==> config.mk <==
export PLATFORM = sky130hd
export DESIGN_NAME = dns_qname_extract_hash
export DESIGN_NICKNAME = d
export VERILOG_FILES = /design/src/dnsq_pkg.sv /design/src/dnsq_decode.sv /design/src/dns_qname_extract_hash.sv
export SDC_FILE = /design/constraint.sdc
export NUM_CORES = 1
export LEC_CHECK = 0
export BUFFER_PORTS_ARGS = -buffer_cell sky130_fd_sc_hd__buf_2
export CAP_MARGIN = 20
export CELL_PAD_IN_SITES_DETAIL_PLACEMENT = 2
export CELL_PAD_IN_SITES_GLOBAL_PLACEMENT = 2
export CORE_MARGIN = 1.5
export CORE_UTILIZATION = 41
export CTS_BUF_LIST = sky130_fd_sc_hd__clkbuf_2
export DETAILED_ROUTE_END_ITERATION = 7
export PLACE_DENSITY = 0.81
export REMOVE_ABC_BUFFERS = 1
export SYNTH_ARGS = -nofsm -noshare
export SYNTH_HDL_FRONTEND = slang
export SYNTH_SLANG_ARGS = --single-unit
==> constraint.sdc <==
create_clock -name clock -period 10.4 [get_ports clock]
set_input_delay 1.56 -clock clock [delete_from_list [all_inputs] [get_ports clock]]
set_output_delay 1.56 -clock clock [all_outputs]
set_load 0.05 [all_outputs]
==> src/dnsq_pkg.sv <==
`timescale 1ns / 1ps

package dnsq_pkg;

   localparam logic [3:0]  MaxLabels       = 4'd10;
   localparam logic [7:0]  LabelCopyLimit  = 8'd63;
   localparam logic [7:0]  CompressionMark = 8'hC0;
   localparam logic [7:0]  CharUpperA      = 8'h41;
   localparam logic [7:0]  CharUpperZ      = 8'h5A;
   localparam logic [7:0]  CaseOffset      = 8'd32;
   localparam logic [7:0]  CharDot         = 8'h2E;
   localparam logic [31:0] FnvBasis        = 32'd2166136261;
   localparam logic [31:0] FnvPrime        = 32'd16777619;
   localparam logic [8:0]  CapacityReset   = 9'd256;

   typedef struct packed {
      logic [7:0] name_byte;
      logic       start_of_name;
      logic       packet_ended;
   } req_type;

   typedef struct packed {
      logic        char_valid;
      logic [7:0]  out_char;
      logic        name_done;
      logic [7:0]  name_length;
      logic [31:0] name_hash;
      logic        read_error;
   } rsp_type;

endpackage

==> src/dnsq_decode.sv <==
`timescale 1ns / 1ps

module dnsq_decode
   import dnsq_pkg::*;
(
   input  logic       clock,
   input  logic       reset,
   input  logic       step,
   input  req_type    req,
   input  logic [7:0] text_limit,
   output rsp_type    rsp
);

   typedef enum logic [1:0] {
      PH_LENGTH,
      PH_LABEL,
      PH_DONE
   } phase_type;

   phase_type   phase_ff, phase_in;
   logic [3:0]  count_ff, count_in;
   logic [7:0]  remain_ff, remain_in;
   logic [7:0]  index_ff, index_in;
   logic [7:0]  pos_ff, pos_in;
   logic [31:0] hash_ff, hash_in;

   always_comb begin
      phase_type   cur_phase;
      logic [3:0]  cur_count;
      logic [7:0]  cur_remain;
      logic [7:0]  cur_index;
      logic [7:0]  cur_pos;
      logic [31:0] cur_hash;
      logic [7:0]  remain_dec;
      logic        emit_en;
      logic        finish;
      logic [7:0]  emit_ch;
      logic [31:0] hash_x;

      cur_phase  = phase_ff;
      cur_count  = count_ff;
      cur_remain = remain_ff;
      cur_index  = index_ff;
      cur_pos    = pos_ff;
      cur_hash   = hash_ff;
      if (req.start_of_name) begin
         cur_phase  = PH_LENGTH;
         cur_count  = '0;
         cur_remain = '0;
         cur_index  = '0;
         cur_pos    = '0;
         cur_hash   = FnvBasis;
      end

      phase_in   = cur_phase;
      count_in   = cur_count;
      remain_in  = cur_remain;
      index_in   = cur_index;
      rsp        = '0;
      emit_en    = 1'b0;
      finish     = 1'b0;
      emit_ch    = CharDot;
      remain_dec = cur_remain - 8'd1;

      if (req.packet_ended) begin
         if (cur_phase != PH_DONE) begin
            phase_in       = PH_DONE;
            rsp.name_done  = 1'b1;
            rsp.read_error = 1'b1;
         end
      end else begin
         case (cur_phase)
            PH_LENGTH: begin
               if (req.name_byte == 8'd0 || req.name_byte >= CompressionMark) begin
                  finish = 1'b1;
               end else begin
                  remain_in = req.name_byte;
                  index_in  = '0;
                  count_in  = cur_count + 4'd1;
                  phase_in  = PH_LABEL;
                  emit_en   = (cur_pos != 8'd0) && (cur_pos < text_limit);
               end
            end
            PH_LABEL: begin
               if (cur_index < LabelCopyLimit && cur_pos < text_limit) begin
                  emit_en = 1'b1;
                  emit_ch = req.name_byte;
                  if (req.name_byte inside {[CharUpperA:CharUpperZ]}) begin
                     emit_ch = req.name_byte + CaseOffset;
                  end
               end
               index_in  = cur_index + 8'd1;
               remain_in = remain_dec;
               if (remain_dec == 8'd0) begin
                  if (cur_count >= MaxLabels) begin
                     finish = 1'b1;
                  end else begin
                     phase_in = PH_LENGTH;
                  end
               end
            end
            default: begin
            end
         endcase
      end

      hash_x  = cur_hash ^ {24'd0, emit_ch};
      hash_in = emit_en ? hash_x * FnvPrime : cur_hash;
      pos_in  = emit_en ? cur_pos + 8'd1 : cur_pos;

      if (emit_en) begin
         rsp.char_valid = 1'b1;
         rsp.out_char   = emit_ch;
      end
      if (finish) begin
         phase_in        = PH_DONE;
         rsp.name_done   = 1'b1;
         rsp.name_length = pos_in;
         rsp.name_hash   = hash_in;
      end
   end

   always_ff @(posedge clock) begin
      if (reset) begin
         phase_ff  <= PH_LENGTH;
         count_ff  <= '0;
         remain_ff <= '0;
         index_ff  <= '0;
         pos_ff    <= '0;
         hash_ff   <= FnvBasis;
      end else if (step) begin
         phase_ff  <= phase_in;
         count_ff  <= count_in;
         remain_ff <= remain_in;
         index_ff  <= index_in;
         pos_ff    <= pos_in;
         hash_ff   <= hash_in;
      end
   end

endmodule

==> src/dns_qname_extract_hash.sv <==
`timescale 1ns / 1ps

// DNS query name decoder with FNV-1a hash. Feed the name field one byte per word,
// marking its first length byte with start_of_name; every word gives exactly one
// result word: a lowercased text character or dot when char_valid is set, and on
// name_done the text length and 32-bit FNV-1a hash (or read_error if packet_ended
// arrived first). One word is taken per cycle, back to back, while rsp_ready stays
// high; a word passes through an input register and a result register, with the
// state update and constant multiply of the hash in between. name_capacity
// (csr_word, reset 256) limits the text to capacity minus one characters and should
// be written only while no name is in flight. From 256 up the limit is 255; 0 allows none.

module dns_qname_extract_hash
   import dnsq_pkg::*;
(
   input  logic       clock,
   input  logic       reset,
   input  logic       req_valid,
   output logic       req_ready,
   input  req_type    req_word,
   output logic       rsp_valid,
   input  logic       rsp_ready,
   output rsp_type    rsp_word,
   input  logic       csr_valid,
   output logic       csr_ready,
   input  logic [8:0] csr_word
);

   logic       in_valid_ff;
   req_type    in_word_ff;
   logic       out_valid_ff;
   rsp_type    out_word_ff;
   logic [8:0] capacity_ff;
   logic [7:0] text_limit;
   logic       advance;
   rsp_type    step_rsp;

   always_comb begin
      if (capacity_ff[8]) begin
         text_limit = 8'hFF;
      end else if (capacity_ff == 9'd0) begin
         text_limit = 8'd0;
      end else begin
         text_limit = capacity_ff[7:0] - 8'd1;
      end
   end

   assign advance   = in_valid_ff && (!out_valid_ff || rsp_ready);
   assign req_ready = !in_valid_ff || advance;
   assign rsp_valid = out_valid_ff;
   assign rsp_word  = out_word_ff;
   assign csr_ready = 1'b1;

   dnsq_decode u_decode (
      .clock      (clock),
      .reset      (reset),
      .step       (advance),
      .req        (in_word_ff),
      .text_limit (text_limit),
      .rsp        (step_rsp)
   );

   always_ff @(posedge clock) begin
      if (reset) begin
         in_valid_ff  <= 1'b0;
         out_valid_ff <= 1'b0;
         capacity_ff  <= CapacityReset;
      end else begin
         if (req_ready) begin
            in_valid_ff <= req_valid;
         end
         if (advance) begin
            out_valid_ff <= 1'b1;
         end else if (rsp_ready) begin
            out_valid_ff <= 1'b0;
         end
         if (csr_valid) begin
            capacity_ff <= csr_word;
         end
      end
   end

   always_ff @(posedge clock) begin
      if (req_ready && req_valid) begin
         in_word_ff <= req_word;
      end
      if (advance) begin
         out_word_ff <= step_rsp;
      end
   end

endmodule

==> qor.yml <==
status: "finished, final reports clean"
dp_hpwl_um: 31300
insertion_delay_ps: 900
grt_pass1_vias: 11610
arrival_ps: 10270
path_clk_slew_ps: 250
r2r_start: "capacity_ff[2]"
cts_max_level: 4
wirelength_um: 40100
fin_tns_setup_ps: 0
final_common_cell: "inv_1"
dp_cells: 1798
layout-drive-gt1-share_pct: 10.7
die_area_um2: 31800
grt_overflow: 0
pre_cts_ws_ps: 1200
worst_setup_path_end_kind: "flop"
layout.area.seq_um2: 3290
die_w_um: 178
ios: 78
clock.fmax_mhz: 106
yosysUniqueCellTypes: 89
cts-buffers-inserted: 17
min_period_over_period_pct: 91.1
syn_area_per_cell_um2: 9.26
post_drt_wl_per_cell_um: 21.9
slew_headroom_pct: 34.1
hold_violations: 0
cts_hold_buf: 0
seq_area_frac_synth_pct: 26.1
drt_first_pass_iters: 5
antenna_found_initial: 1
synth_area_leaders: "ha_1, edfxtp_1, fa_1"
fillers: 3400
ys_ff_latch: 134
worst_pin_slew_ps: 977
mostFrequentLayoutCells: "inv_1, ha_1, nor2_1, buf_2, fa_1"
antenna_left: 0
start_util_pct: 41.5
crit_path_start: "capacity_ff[2]"
cts_tree: "built"
synth_edf_count: 61
row_count: 64
cts_sinks: 134
setup_ws_ps: 924
critical_path_class: "reg -> reg"
maxSlewViolCount: 0
cp_max_fo: 7
core_um2: 30400
syn_area_um2: 12600
yosys_warnings: 0
synth_top_area_share_pct: 20.1
cts_resized: 0
multi_input_comb_area_um2: 8220
critPathBufInv: 2
synth_top_area_cell: "ha_1"
regToRegSetupSlack_ps: 920
cts_max_path_buffers: 2
peakVddDrop_mv: 0.0883
via_count: 10143
vias_per_cell: 5.54
grt_pass1_wl_um: 63500
setup_viol: 0
powerDensity_nw_per_um2: 136
nets: 1722
cpMaxStageDelayCell: "nor4_1"
drt_first_iter_violations: 472
fin_crit_ps: 9480
hold_class: "reg -> reg"
portBuffers: 76
syn2layout_area_growth_pct: 7.91
max_stage_delay_ps: 900
p_leak_nw: 6.27
drc: 0
post-cts-setup-buffers: 0
grt_max_degree: 65
skew_ps: 69.6
instances_no_fill: 1831
place.gp.congestion: 0.856
rsz0062_at_grt: "false"
grtUsageTotal_pct: 26.6
maxCapViolCount: 0
async_flop_share_pct: 0
fp.dieH_um: 178
hp-start: "u_decode.hash_ff[11]"
crit_family: "adder cells"
crit_required_ps: 11200
synth_cells: 1363
critPathLaunchType: "flop"
cpMostUsedCell: "ha_1"
ctsRootBufferMaster: "clkbuf_2"
yosys_most_used_dff: "dfxtp_1"
[power breakdown]
part	total (mW)	switching, mW	internal, mW
sequential	0.589	0.0170	0.572
clock	0.349	0.269	0.0804
combinational	0.910	0.582	0.328
[per-layer routing]
metal	GRT usage (%)	vias to the layer above	share of wire [%]
met4	10.4	0	3.0
met3	4.07	70	2.6
met1	32.4	5185	44
li1	-	4725	-
met2	46.8	163	51
met5	0	-	0
[sequential cells by signal (all words and copies together) (netlist names)]
name,flops
u_decode.index_ff,8
u_decode.pos_ff,8
rsp_valid,1
rsp_word,51
in_valid_ff,1
u_decode.count_ff,4
in_word_ff,10
u_decode.phase_ff,2
u_decode.hash_ff,32
capacity_ff,9
u_decode.remain_ff,8
[path summary, 6_finish.rpt]
path | endpoint | cells past startpoint
worst max-delay path | u_decode.hash_ff[30] | 29
worst min-delay path | u_decode.hash_ff[11] | 1
worst max register to register | u_decode.hash_ff[30] | 29
worst min register to register | u_decode.hash_ff[11] | 1
[metrics by stage]
stage               hold WS, ps  power (mW)  instance area [um^2]  utilization, %
global placement            434        1.45                 13400            44.0
CTS                         496        1.87                 13600            44.7
detailed placement          447        1.50                 13400            44.0
global route                511        1.98                 13600            44.8
finish                      489        1.85                 13600            44.8
floorplan                   426        1.23                 12400               -
[synthesized netlist by cell type, types with 5 or more instances]
| cell type | count |
|---|---|
| a211oi_1 | 14 |
| a21o_1 | 14 |
| a21oi_1 | 60 |
| a22oi_1 | 21 |
| a31oi_1 | 5 |
| and2_1 | 7 |
| and3_1 | 6 |
| buf_4 | 5 |
| clkbuf_1 | 34 |
| dfxtp_1 | 73 |
| edfxtp_1 | 61 |
| fa_1 | 74 |
| ha_1 | 203 |
| inv_1 | 234 |
| mux2i_1 | 29 |
| nand2_1 | 46 |
| nand2b_1 | 28 |
| nand3_1 | 19 |
| nor2_1 | 120 |
| nor2b_1 | 34 |
| nor3_1 | 19 |
| nor3b_1 | 6 |
| nor4_1 | 8 |
| o211ai_1 | 5 |
| o21ai_0 | 39 |
| o21ai_1 | 7 |
| o21bai_1 | 6 |
| o22ai_1 | 6 |
| or2_2 | 12 |
| xnor2_1 | 47 |
| xor2_1 | 15 |
[final cells by class]
cell class / count / area share [%]
inverter: 237 / 6.54
clock buffer: 17 / 0.625
antenna: 1 / 0.0184
timing repair buffer: 89 / 3.51
clock inverter: 15 / 1.11
tap: 396 / 3.64
sequential: 134 / 24.2
multi-input combinational: 942 / 60.4
[worst reg2reg max path, delay by kind of cell (launching register included)]
| family | cells | cell delay (ps) |
|---|---|---|
| AO/OA/AOI/OAI | 9 | 2360 |
| flip-flops | 1 | 400 |
| XOR/XNOR | 1 | 440 |
| buffers and inverters | 2 | 110 |
| AND/OR/NAND/NOR | 8 | 2630 |
| adder cells (fa/ha/maj) | 9 | 3480 |
[logic make-up after synthesis]
kind of cell | share of synthesized area (%)
AND/OR/NAND/NOR | 13.7
buffers and inverters | 8.96
adder cells (fa/ha/maj) | 31.9
AO/OA/AOI/OAI | 12.6
flip-flops | 26.1
XOR/XNOR | 4.30
multiplexers | 2.48
other | 0.0297
Power figures use the tool's default switching activity.
